## config.mk

```make
export PLATFORM = sky130hd
export DESIGN_NAME = series_min_max_mean_stats_flat
export DESIGN_NICKNAME = d
export VERILOG_FILES = /design/src/rtl/ssmm_pkg.sv /design/src/rtl/ssmm_if.sv /design/src/rtl/ssmm_front.sv /design/src/rtl/ssmm_queue.sv /design/src/rtl/ssmm_back.sv /design/src/rtl/series_min_max_mean_stats.sv /design/src/flat_wrapper.sv
export VERILOG_INCLUDE_DIRS = /design/src /design/src/rtl
export SDC_FILE = /design/constraint.sdc
export NUM_CORES = 2
export LEC_CHECK = 0
export BUFFER_PORTS_ARGS = -buffer_cell sky130_fd_sc_hd__buf_2
export CAP_MARGIN = 20
export CELL_PAD_IN_SITES_DETAIL_PLACEMENT = 0
export CELL_PAD_IN_SITES_GLOBAL_PLACEMENT = 1
export CORE_MARGIN = 10
export CORE_UTILIZATION = 57
export CTS_BUF_LIST = sky130_fd_sc_hd__clkbuf_8
export CTS_CLUSTER_SIZE = 25
export DETAILED_ROUTE_END_ITERATION = 8
export GPL_TIMING_DRIVEN = 0
export PLACE_DENSITY = 0.88
export SYNTH_ARGS = -nofsm -noshare
export SYNTH_HDL_FRONTEND = slang
export SYNTH_SLANG_ARGS = --single-unit
```

## constraint.sdc

```tcl
create_clock -name clk -period 23.3 [get_ports clk]
set_input_delay 6.99 -clock clk [delete_from_list [all_inputs] [get_ports clk]]
set_output_delay 6.99 -clock clk [all_outputs]
set_load 0.01 [all_outputs]
```

## src/rtl/assert_macros.svh

```systemverilog
// Assertion helpers; every check is sampled on clk and held off during rst.
`ifndef ASSERT_MACROS_SVH
`define ASSERT_MACROS_SVH

// Condition must hold on every enabled clock edge.
`define CHK_ALWAYS(label, cond, msg) \
  label: assert property (@(posedge clk) disable iff (rst) (cond)) \
    else $error(msg);

// If the trigger holds, the consequence must hold on the same edge.
`define CHK_IMPLIES(label, trig, cons, msg) \
  label: assert property (@(posedge clk) disable iff (rst) (trig) |-> (cons)) \
    else $error(msg);

`endif

```

## src/rtl/ssmm_pkg.sv

```systemverilog
package ssmm_pkg;

  localparam int COUNT_BITS  = 16;
  localparam int VAL_BITS    = 32;
  localparam int TIME_BITS   = 32;
  localparam int SUM_BITS    = 48;
  localparam int TOTAL_BITS  = 16;
  localparam int QUEUE_DEPTH = 4;
  localparam int QPTR_BITS   = $clog2(QUEUE_DEPTH);
  localparam int STEP_BITS   = $clog2(SUM_BITS);

  localparam logic [COUNT_BITS-1:0] COUNT_CAP = {COUNT_BITS{1'b1}};
  localparam logic signed [SUM_BITS-1:0] SUM_MAX = {1'b0, {(SUM_BITS-1){1'b1}}};
  localparam logic signed [SUM_BITS-1:0] SUM_MIN = {1'b1, {(SUM_BITS-1){1'b0}}};

  // One closed series, handed from the accumulator to the divider.
  typedef struct packed {
    logic signed [SUM_BITS-1:0] sum;
    logic [COUNT_BITS-1:0]      count;
    logic signed [VAL_BITS-1:0] min_v;
    logic signed [VAL_BITS-1:0] max_v;
    logic [TIME_BITS-1:0]       span_start;
    logic [TIME_BITS-1:0]       span_end;
    logic                       saturated;
  } series_rec_t;

  typedef struct packed {
    logic full;
    logic empty;
  } queue_status_t;

  function automatic logic [TOTAL_BITS-1:0] clamp_total(input logic [COUNT_BITS-1:0] c);
    logic [COUNT_BITS+TOTAL_BITS-1:0] cx;
    cx = (COUNT_BITS+TOTAL_BITS)'(c);
    if (cx > (COUNT_BITS+TOTAL_BITS)'({TOTAL_BITS{1'b1}})) begin
      return {TOTAL_BITS{1'b1}};
    end
    return cx[TOTAL_BITS-1:0];
  endfunction

endpackage

```

## src/rtl/ssmm_if.sv

```systemverilog
interface ssmm_sample_if import ssmm_pkg::*; ();
  logic                        valid;
  logic                        ready;
  logic signed [VAL_BITS-1:0]  sample_value;
  logic [TIME_BITS-1:0]        sample_time;
  logic                        has_sample;
  logic                        last_of_series;
  logic [TIME_BITS-1:0]        window_start;
  logic [TIME_BITS-1:0]        window_end;

  modport source (output valid, sample_value, sample_time, has_sample, last_of_series,
                  window_start, window_end, input ready);
  modport sink (input valid, sample_value, sample_time, has_sample, last_of_series,
                window_start, window_end, output ready);
endinterface

interface ssmm_result_if import ssmm_pkg::*; ();
  logic                        valid;
  logic                        ready;
  logic signed [VAL_BITS-1:0]  mean_value;
  logic signed [VAL_BITS-1:0]  min_value;
  logic signed [VAL_BITS-1:0]  max_value;
  logic [TIME_BITS-1:0]        span_start;
  logic [TIME_BITS-1:0]        span_end;
  logic [TOTAL_BITS-1:0]       sample_total;
  logic                        overflow;

  modport source (output valid, mean_value, min_value, max_value, span_start, span_end,
                  sample_total, overflow, input ready);
  modport sink (input valid, mean_value, min_value, max_value, span_start, span_end,
                sample_total, overflow, output ready);
endinterface

```

## src/rtl/ssmm_front.sv

```systemverilog
module ssmm_front import ssmm_pkg::*; (
  input  logic              clk,
  input  logic              rst,
  ssmm_sample_if.sink       samples,
  input  logic              cfg_we,
  input  logic              cfg_wdata,
  input  queue_status_t     q_status,
  output logic              push,
  output series_rec_t       push_rec
);

  logic                       span_from_inputs;
  logic signed [SUM_BITS-1:0] running_sum;
  logic [COUNT_BITS-1:0]      running_count;
  logic signed [VAL_BITS-1:0] running_min;
  logic signed [VAL_BITS-1:0] running_max;
  logic [TIME_BITS-1:0]       first_time;
  logic [TIME_BITS-1:0]       latest_time;
  logic                       saturated;

  logic signed [SUM_BITS-1:0] sum_next;
  logic [COUNT_BITS-1:0]      count_next;
  logic signed [VAL_BITS-1:0] min_next;
  logic signed [VAL_BITS-1:0] max_next;
  logic [TIME_BITS-1:0]       first_next;
  logic [TIME_BITS-1:0]       latest_next;
  logic                       sat_next;
  logic signed [SUM_BITS:0]   sum_wide;
  logic                       accept;

  assign samples.ready = !q_status.full;
  assign accept        = samples.valid && samples.ready;

  always_comb begin
    sum_next    = running_sum;
    count_next  = running_count;
    min_next    = running_min;
    max_next    = running_max;
    first_next  = first_time;
    latest_next = latest_time;
    sat_next    = saturated;
    sum_wide    = (SUM_BITS+1)'(running_sum) + (SUM_BITS+1)'(samples.sample_value);
    if (samples.has_sample) begin
      if (running_count == '0) begin
        min_next   = samples.sample_value;
        max_next   = samples.sample_value;
        first_next = samples.sample_time;
      end else begin
        if (samples.sample_value < running_min) min_next = samples.sample_value;
        if (samples.sample_value > running_max) max_next = samples.sample_value;
      end
      latest_next = samples.sample_time;
      // once the count is pinned, later samples only touch min/max/time and set saturated
      if (running_count == COUNT_CAP) begin
        sat_next = 1'b1;
      end else begin
        count_next = running_count + 1'b1;
        if (sum_wide[SUM_BITS] != sum_wide[SUM_BITS-1]) begin
          sat_next = 1'b1;
          sum_next = sum_wide[SUM_BITS] ? SUM_MIN : SUM_MAX;
        end else begin
          sum_next = sum_wide[SUM_BITS-1:0];
        end
      end
    end
  end

  assign push                = accept && samples.last_of_series;
  assign push_rec.sum        = sum_next;
  assign push_rec.count      = count_next;
  assign push_rec.min_v      = min_next;
  assign push_rec.max_v      = max_next;
  assign push_rec.span_start = span_from_inputs ? samples.window_start : first_next;
  assign push_rec.span_end   = span_from_inputs ? samples.window_end : latest_next;
  assign push_rec.saturated  = sat_next;

  always_ff @(posedge clk) begin
    if (rst) begin
      span_from_inputs <= 1'b0;
    end else if (cfg_we) begin
      span_from_inputs <= cfg_wdata;
    end
  end

  always_ff @(posedge clk) begin
    if (rst || push) begin
      running_sum   <= '0;
      running_count <= '0;
      running_min   <= '0;
      running_max   <= '0;
      first_time    <= '0;
      latest_time   <= '0;
      saturated     <= 1'b0;
    end else if (accept) begin
      running_sum   <= sum_next;
      running_count <= count_next;
      running_min   <= min_next;
      running_max   <= max_next;
      first_time    <= first_next;
      latest_time   <= latest_next;
      saturated     <= sat_next;
    end
  end

endmodule

```

## src/rtl/ssmm_queue.sv

```systemverilog
module ssmm_queue import ssmm_pkg::*; (
  input  logic          clk,
  input  logic          rst,
  input  logic          push,
  input  series_rec_t   push_rec,
  input  logic          pop,
  output series_rec_t   pop_rec,
  output queue_status_t status
);

  series_rec_t            entries [QUEUE_DEPTH];
  logic [QPTR_BITS-1:0]   wr_ptr;
  logic [QPTR_BITS-1:0]   rd_ptr;
  logic [QPTR_BITS:0]     fill;

  assign status.full  = (fill == (QPTR_BITS+1)'(QUEUE_DEPTH));
  assign status.empty = (fill == '0);
  assign pop_rec      = entries[rd_ptr];

  always_ff @(posedge clk) begin
    if (push) begin
      entries[wr_ptr] <= push_rec;
    end
  end

  always_ff @(posedge clk) begin
    if (rst) begin
      wr_ptr <= '0;
      rd_ptr <= '0;
      fill   <= '0;
    end else begin
      if (push) wr_ptr <= wr_ptr + 1'b1;
      if (pop)  rd_ptr <= rd_ptr + 1'b1;
      case ({push, pop})
        2'b10:   fill <= fill + 1'b1;
        2'b01:   fill <= fill - 1'b1;
        default: fill <= fill;
      endcase
    end
  end

endmodule

```

## src/rtl/ssmm_back.sv

```systemverilog
module ssmm_back import ssmm_pkg::*; (
  input  logic           clk,
  input  logic           rst,
  input  queue_status_t  q_status,
  input  series_rec_t    pop_rec,
  output logic           pop,
  ssmm_result_if.source  results
);

  typedef enum logic [2:0] {
    S_IDLE = 3'b001,
    S_DIV  = 3'b010,
    S_OUT  = 3'b100
  } state_t;

  state_t                     state;
  logic [SUM_BITS-1:0]        quo;
  logic [COUNT_BITS-1:0]      rem;
  logic [COUNT_BITS-1:0]      divisor;
  logic [STEP_BITS-1:0]       step;
  logic                       neg;

  logic signed [VAL_BITS-1:0] mean_r;
  logic signed [VAL_BITS-1:0] min_r;
  logic signed [VAL_BITS-1:0] max_r;
  logic [TIME_BITS-1:0]       start_r;
  logic [TIME_BITS-1:0]       end_r;
  logic [TOTAL_BITS-1:0]      total_r;
  logic                       ovf_r;

  logic [COUNT_BITS:0]        rem_sh;
  logic                       fits;
  logic [COUNT_BITS-1:0]      rem_next;
  logic [SUM_BITS-1:0]        quo_next;
  logic [SUM_BITS-1:0]        sum_mag;
  logic signed [VAL_BITS-1:0] mean_next;

  assign pop     = (state == S_IDLE) && !q_status.empty;
  assign sum_mag = pop_rec.sum[SUM_BITS-1] ? SUM_BITS'(-pop_rec.sum) : SUM_BITS'(pop_rec.sum);

  // restoring divide, one quotient bit per cycle
  always_comb begin
    rem_sh   = {rem, quo[SUM_BITS-1]};
    fits     = rem_sh >= {1'b0, divisor};
    rem_next = fits ? COUNT_BITS'(rem_sh - {1'b0, divisor}) : rem_sh[COUNT_BITS-1:0];
    quo_next = {quo[SUM_BITS-2:0], fits};
  end

  // clamp the quotient magnitude into Q16.16 and restore the sign
  always_comb begin
    if (!neg) begin
      if (quo_next > SUM_BITS'({1'b0, {(VAL_BITS-1){1'b1}}})) begin
        mean_next = {1'b0, {(VAL_BITS-1){1'b1}}};
      end else begin
        mean_next = quo_next[VAL_BITS-1:0];
      end
    end else begin
      if (quo_next > SUM_BITS'({1'b1, {(VAL_BITS-1){1'b0}}})) begin
        mean_next = {1'b1, {(VAL_BITS-1){1'b0}}};
      end else begin
        mean_next = -quo_next[VAL_BITS-1:0];
      end
    end
  end

  always_ff @(posedge clk) begin
    if (rst) begin
      state <= S_IDLE;
    end else begin
      unique case (state)
        S_IDLE: begin
          if (!q_status.empty) begin
            state <= (pop_rec.count == '0) ? S_OUT : S_DIV;
          end
        end
        S_DIV: begin
          if (step == STEP_BITS'(SUM_BITS-1)) state <= S_OUT;
        end
        S_OUT: begin
          if (results.ready) state <= S_IDLE;
        end
        default: state <= S_IDLE;
      endcase
    end
  end

  always_ff @(posedge clk) begin
    if (pop) begin
      quo     <= sum_mag;
      rem     <= '0;
      divisor <= pop_rec.count;
      step    <= '0;
      neg     <= pop_rec.sum[SUM_BITS-1];
      mean_r  <= '0;
      min_r   <= pop_rec.min_v;
      max_r   <= pop_rec.max_v;
      start_r <= pop_rec.span_start;
      end_r   <= pop_rec.span_end;
      total_r <= clamp_total(pop_rec.count);
      ovf_r   <= pop_rec.saturated;
    end else if (state == S_DIV) begin
      quo  <= quo_next;
      rem  <= rem_next;
      step <= step + 1'b1;
      if (step == STEP_BITS'(SUM_BITS-1)) mean_r <= mean_next;
    end
  end

  assign results.valid        = (state == S_OUT);
  assign results.mean_value   = mean_r;
  assign results.min_value    = min_r;
  assign results.max_value    = max_r;
  assign results.span_start   = start_r;
  assign results.span_end     = end_r;
  assign results.sample_total = total_r;
  assign results.overflow     = ovf_r;

endmodule

```

## src/rtl/series_min_max_mean_stats.sv

```systemverilog
// Running min / max / mean over a series of timestamped Q16.16 samples. The
// front accumulator takes one request per cycle while the queue is not full;
// a request marked last_of_series closes the series and its totals go into a
// four-entry queue. The back divider computes sum / count one quotient bit
// per cycle over 48 divide steps; an empty series skips the divide. It takes
// a new series only after its last result is accepted, so closing requests
// coming faster fill the queue and the input stalls until an entry frees.
// span_from_inputs is written through cfg_we / cfg_wdata; the user must write
// it only while the block is idle, as the block itself does not enforce this.
`include "assert_macros.svh"

module series_min_max_mean_stats import ssmm_pkg::*; (
  input  logic          clk,
  input  logic          rst,
  ssmm_sample_if.sink   samples,
  ssmm_result_if.source results,
  input  logic          cfg_we,
  input  logic          cfg_wdata
);

  logic          q_push;
  logic          q_pop;
  series_rec_t   q_push_rec;
  series_rec_t   q_pop_rec;
  queue_status_t q_status;

  ssmm_front u_front (
    .clk       (clk),
    .rst       (rst),
    .samples   (samples),
    .cfg_we    (cfg_we),
    .cfg_wdata (cfg_wdata),
    .q_status  (q_status),
    .push      (q_push),
    .push_rec  (q_push_rec)
  );

  ssmm_queue u_queue (
    .clk      (clk),
    .rst      (rst),
    .push     (q_push),
    .push_rec (q_push_rec),
    .pop      (q_pop),
    .pop_rec  (q_pop_rec),
    .status   (q_status)
  );

  ssmm_back u_back (
    .clk      (clk),
    .rst      (rst),
    .q_status (q_status),
    .pop_rec  (q_pop_rec),
    .pop      (q_pop),
    .results  (results)
  );

  `CHK_IMPLIES(a_no_push_full, q_push, !q_status.full, "close pushed into full queue")
  `CHK_IMPLIES(a_no_pop_empty, q_pop, !q_status.empty, "pop from empty queue")
  `CHK_IMPLIES(a_empty_zero, results.valid && results.sample_total == '0,
               results.mean_value == '0 && results.min_value == '0 && !results.overflow,
               "empty series result not zero")
  `CHK_IMPLIES(a_min_le_max, results.valid, results.min_value <= results.max_value,
               "min above max")

endmodule
```

## src/flat_wrapper.sv

```systemverilog
// flat-port wrapper written by rule: the top's interface ports become plain ports
module series_min_max_mean_stats_flat import ssmm_pkg::*;
  (clk, rst, cfg_we, cfg_wdata, samples_valid, samples_sample_value, samples_sample_time, samples_has_sample, samples_last_of_series, samples_window_start, samples_window_end, samples_ready, results_valid, results_mean_value, results_min_value, results_max_value, results_span_start, results_span_end, results_sample_total, results_overflow, results_ready);
  ssmm_sample_if samples_i ();
  ssmm_result_if results_i ();
  input  logic clk;
  input  logic rst;
  input  logic cfg_we;
  input  logic cfg_wdata;
  input wire logic [$bits(samples_i.valid)-1:0] samples_valid;
  input wire logic [$bits(samples_i.sample_value)-1:0] samples_sample_value;
  input wire logic [$bits(samples_i.sample_time)-1:0] samples_sample_time;
  input wire logic [$bits(samples_i.has_sample)-1:0] samples_has_sample;
  input wire logic [$bits(samples_i.last_of_series)-1:0] samples_last_of_series;
  input wire logic [$bits(samples_i.window_start)-1:0] samples_window_start;
  input wire logic [$bits(samples_i.window_end)-1:0] samples_window_end;
  output wire logic [$bits(samples_i.ready)-1:0] samples_ready;
  output wire logic [$bits(results_i.valid)-1:0] results_valid;
  output wire logic [$bits(results_i.mean_value)-1:0] results_mean_value;
  output wire logic [$bits(results_i.min_value)-1:0] results_min_value;
  output wire logic [$bits(results_i.max_value)-1:0] results_max_value;
  output wire logic [$bits(results_i.span_start)-1:0] results_span_start;
  output wire logic [$bits(results_i.span_end)-1:0] results_span_end;
  output wire logic [$bits(results_i.sample_total)-1:0] results_sample_total;
  output wire logic [$bits(results_i.overflow)-1:0] results_overflow;
  input wire logic [$bits(results_i.ready)-1:0] results_ready;
  assign samples_i.valid = samples_valid;
  assign samples_i.sample_value = samples_sample_value;
  assign samples_i.sample_time = samples_sample_time;
  assign samples_i.has_sample = samples_has_sample;
  assign samples_i.last_of_series = samples_last_of_series;
  assign samples_i.window_start = samples_window_start;
  assign samples_i.window_end = samples_window_end;
  assign samples_ready = samples_i.ready;
  assign results_valid = results_i.valid;
  assign results_mean_value = results_i.mean_value;
  assign results_min_value = results_i.min_value;
  assign results_max_value = results_i.max_value;
  assign results_span_start = results_i.span_start;
  assign results_span_end = results_i.span_end;
  assign results_sample_total = results_i.sample_total;
  assign results_overflow = results_i.overflow;
  assign results_i.ready = results_ready;
  series_min_max_mean_stats u_core (.clk(clk), .rst(rst), .samples(samples_i), .results(results_i), .cfg_we(cfg_we), .cfg_wdata(cfg_wdata));
endmodule
```

==> out/results.txt <==
WL/cell = 23.3 um
WL met2 = 67700 um
Post-Syn Area = 53700 sq um
CTS tree = done
GP Congestion = 0.932
Hold Path Class = reg2reg
Unique masters post-synth = 81
min-delay src = u_core.u_back.results.mean_value[0]$_SDFFE_PP0P_
# IOs = 315
Max Freq = 91.8 MHz
Core Rows = 112
clock sink count = 1226
internal power = 4.29 mW
router iterations before antenna repair = 5
clk_lat worst skew = 0.90 ns
switch share = 31.7%
ys flop type = edfxtp_1
GRT overflow = 0
final core utilization = 65.5%
CP Launch Type = input pin
Tcrit/Tclk final = 46.7%
count of final hold-check violations = 0
number of global-route vias before repair = 35500
gr usage total = 25.7%
H-tree levels = 4
initial antenna violation count = 22
via-per-instance ratio = 5.94
fin crit period = 10.89 ns
total core area = 93300 sq um
CP arrival = 11.37 ns
Final Max Tran Viols = 0
Post-Syn Area per Cell = 13.3 sq um
Synthesis Warnings = 0
CP Max Fanout = 23
Post-synth EDFFs = 966
Post-CTS Setup Inserts = 0
Clock transition at path regs = 0.06 ns
DR WL met3 = 10200 um
clock power share = 28.2%
Initial Utilization = 57.5%
drt total wl = 139000 um
Worst EP required = 23.78 ns
Worst setup EP type = flop
MaxCap Viol Count = 0
LEAKAGE = 21.6 nW
Pwr per Cell Area = 103 nW/um^2
HPWL Detailed = 99600 um
Final TNS setup = 0 ns
wire length of the first global-routing pass = 212000 um
die width = 327 um
Worst Setup Path Type = in2reg
Port Buffers = 314
Final setup viols = 0
RR Startpoint = u_core.u_back.results.sample_total[10]$_DFFE_PP_
Worst R2R Setup Slack = 16.58 ns
hold_ws = 0.449 ns
uppermost routed layer = met5
FF-to-FF path depth = 20
outcome = finished clean
Mapped Cells = 4026
sequential-to-total area share from yosys stat = 63.7%
Setup Skew = 0.0477 ns
CTS resizes = 0
WHS Endpoint = u_core.u_back.results.mean_value[0]$_SDFFE_PP0P_
share of layout cells above drive strength 1 = 18.6%
combinational share of power = 24.8%
Vias = 35500
Layout Area Growth over Synthesis = 13.8%
syn nets = 4302
RSZ-0062 raised after global routing = no
antenna-violating nets left = 0
residual DRC count = 0
Longest Clk Path Bufs = 3
Min-Delay Path Depth = 2
die area = 107000 sq um
Flop pwr share = 47.0%
sw power = 1.99 mW
largest net degree at the start of global routing = 61
hold-fix buffer count after cts = 0
Iteration-0 DRC Markers = 3477
worst reg2reg path endpoint = u_core.u_back.results.mean_value[9]$_SDFFE_PP0P_
Yosys reg bits = 1226
wire length on met1 = 57100 um
clk root buf = clkbuf_8
worst slew pin tran = 1.05 ns
CTS Buf Count = 193
relative slew slack = 29.1%
Die Ht = 327 um
VDD IR-drop max = 0.0720 mV
Nets = 4828
Post-synth ARST share = 0%
-- cell usage after synthesis (16+ instances only) --
master	n	share of area (%)
a211oi_1	19	0.27
or3_1	24	0.28
mux2i_1	106	2.0
xnor2_1	75	1.2
buf_2	21	0.20
o21a_1	19	0.27
a21oi_1	252	2.3
mux2_2	34	0.71
and3_1	16	0.19
mux4_2	192	8.1
nor3_1	46	0.43
nor4_1	27	0.31
ha_1	137	3.2
o31ai_1	20	0.28
o21ai_0	387	3.6
nand4_1	43	0.50
nand2_1	516	3.6
dfxtp_1	260	9.7
a21o_1	43	0.60
a31oi_1	34	0.40
buf_1	18	0.13
nand3_1	85	0.79
edfxtp_1	966	54
clkbuf_1	178	1.2
o211ai_1	25	0.35
xor2_1	55	0.90
inv_1	127	0.89
nor2_1	137	0.96
-- area by class of cell --
cell class              instances  area [sq um]
flip-flops and latches       1226         34200
diodes                         14          35.0
clock buffers                 201          2770
inverters                     128           480
fillers                      6902         32200
repair buffers                331          2010
clock inverters               159          1010
plain buffers                 222           892
well taps                    1254          1570
multi-input cells            2450         18100
-- flip-flops by register name, indices dropped and copies added, names as in the netlist, 2 cells and up, named ones only --
name	flops
u_core.u_back.results.min_value	32
u_core.u_back.results.sample_total	16
u_core.u_back.rem	16
u_core.u_front.latest_time	32
u_core.u_front.running_count	16
u_core.u_queue.wr_ptr	2
u_core.u_queue.entries	772
u_core.u_front.running_sum	48
u_core.u_front.running_max	32
u_core.u_back.results.max_value	32
u_core.u_queue.fill	3
u_core.u_back.step	6
u_core.u_back.results.mean_value	32
u_core.u_front.running_min	32
u_core.u_back.state	3
u_core.u_front.first_time	32
u_core.u_back.quo	48
u_core.u_queue.rd_ptr	2
u_core.u_back.results.span_end	32
u_core.u_back.results.span_start	32
-- logic make-up after synthesis --
logic type / count (synthesis) / share of synthesized area, %
mux: 332 / 10.7
compound gates: 873 / 9.33
flops: 1226 / 63.7
buf+inv: 350 / 2.55
xor+xnor: 130 / 2.12
simple gates: 969 / 8.11
fa+ha+maj: 146 / 3.42
-- layer usage --
metal	vias to the layer above	global-route usage (%)
met3	231	4.89
li1	16400	-
met2	1415	41.6
met1	17500	34.4
met5	-	0
met4	8	9.63
-- worst max-delay path, stage by stage --
cell      delay, ns
buf_2          0.46
ha_1           0.33
and3_1         0.20
nand4_1        0.16
nor4_1         0.76
nand2_1        0.18
a211o_1        0.32
a41o_1         0.25
o21ai_0        0.17
clkbuf_1       0.53
clkbuf_1       0.49
o21ai_0        0.49
-- worst max path at each step --
stage,start,end
3_5_place_dp,samples_sample_value[31],u_core.u_queue.entries[2][67]$_DFFE_PP_
6_report,samples_sample_value[31],u_core.u_queue.entries[3][67]$_DFFE_PP_
2_1_floorplan,samples_valid,u_core.u_queue.entries[0][0]$_DFFE_PP_
3_3_place_gp,samples_valid,u_core.u_queue.entries[1][110]$_DFFE_PP_
4_1_cts,samples_sample_value[18],u_core.u_queue.entries[0][153]$_DFFE_PP_
5_1_grt,samples_sample_value[18],u_core.u_queue.entries[1][150]$_DFFE_PP_
-- layout by cell type (no fill, tap or decap), drive strengths merged, types with 9 or more instances in the layout --
cell type  instances
or4               11
inv              198
mux2i            106
and3              16
clkinv            72
xnor2             75
and2               9
a211oi            19
nor2             137
dfxtp            260
diode             14
o21ai            391
mux2              34
or3               24
nor3              46
nor4              30
a21oi            253
buf              375
clkbuf           379
o211ai            25
o31ai             20
nand4             43
nor2b             13
or2                9
nand2            516
a21o              43
edfxtp           966
ha               137
o21a              19
a31oi             34
nand2b            14
nand3             85
bufinv             9
mux4             192
xor2              55
-- metrics by stage --
stage          worst slack, ns  power, mW  std cells  area [sq um]
6_report                 12.41       6.28       5985         61100
5_1_grt                  12.09       6.58       5984         61100
4_1_cts                  12.55       6.32       5971         61100
3_5_place_dp             11.59       4.55       5611         57300
3_3_place_gp              6.36       4.55       5594         56800
2_1_floorplan            10.45       3.97       4026         53700
-- power by group through the flow --
stage	clock (mW)	sequential (mW)	combinational [mW]
2_1_floorplan	0	3.04	0.932
3_3_place_gp	0	3.04	1.51
3_5_place_dp	0	2.99	1.56
4_1_cts	1.80	2.95	1.57
5_1_grt	1.90	2.98	1.71
6_report	1.77	2.95	1.56
No activity file was read; power rests on OpenSTA's default activity.
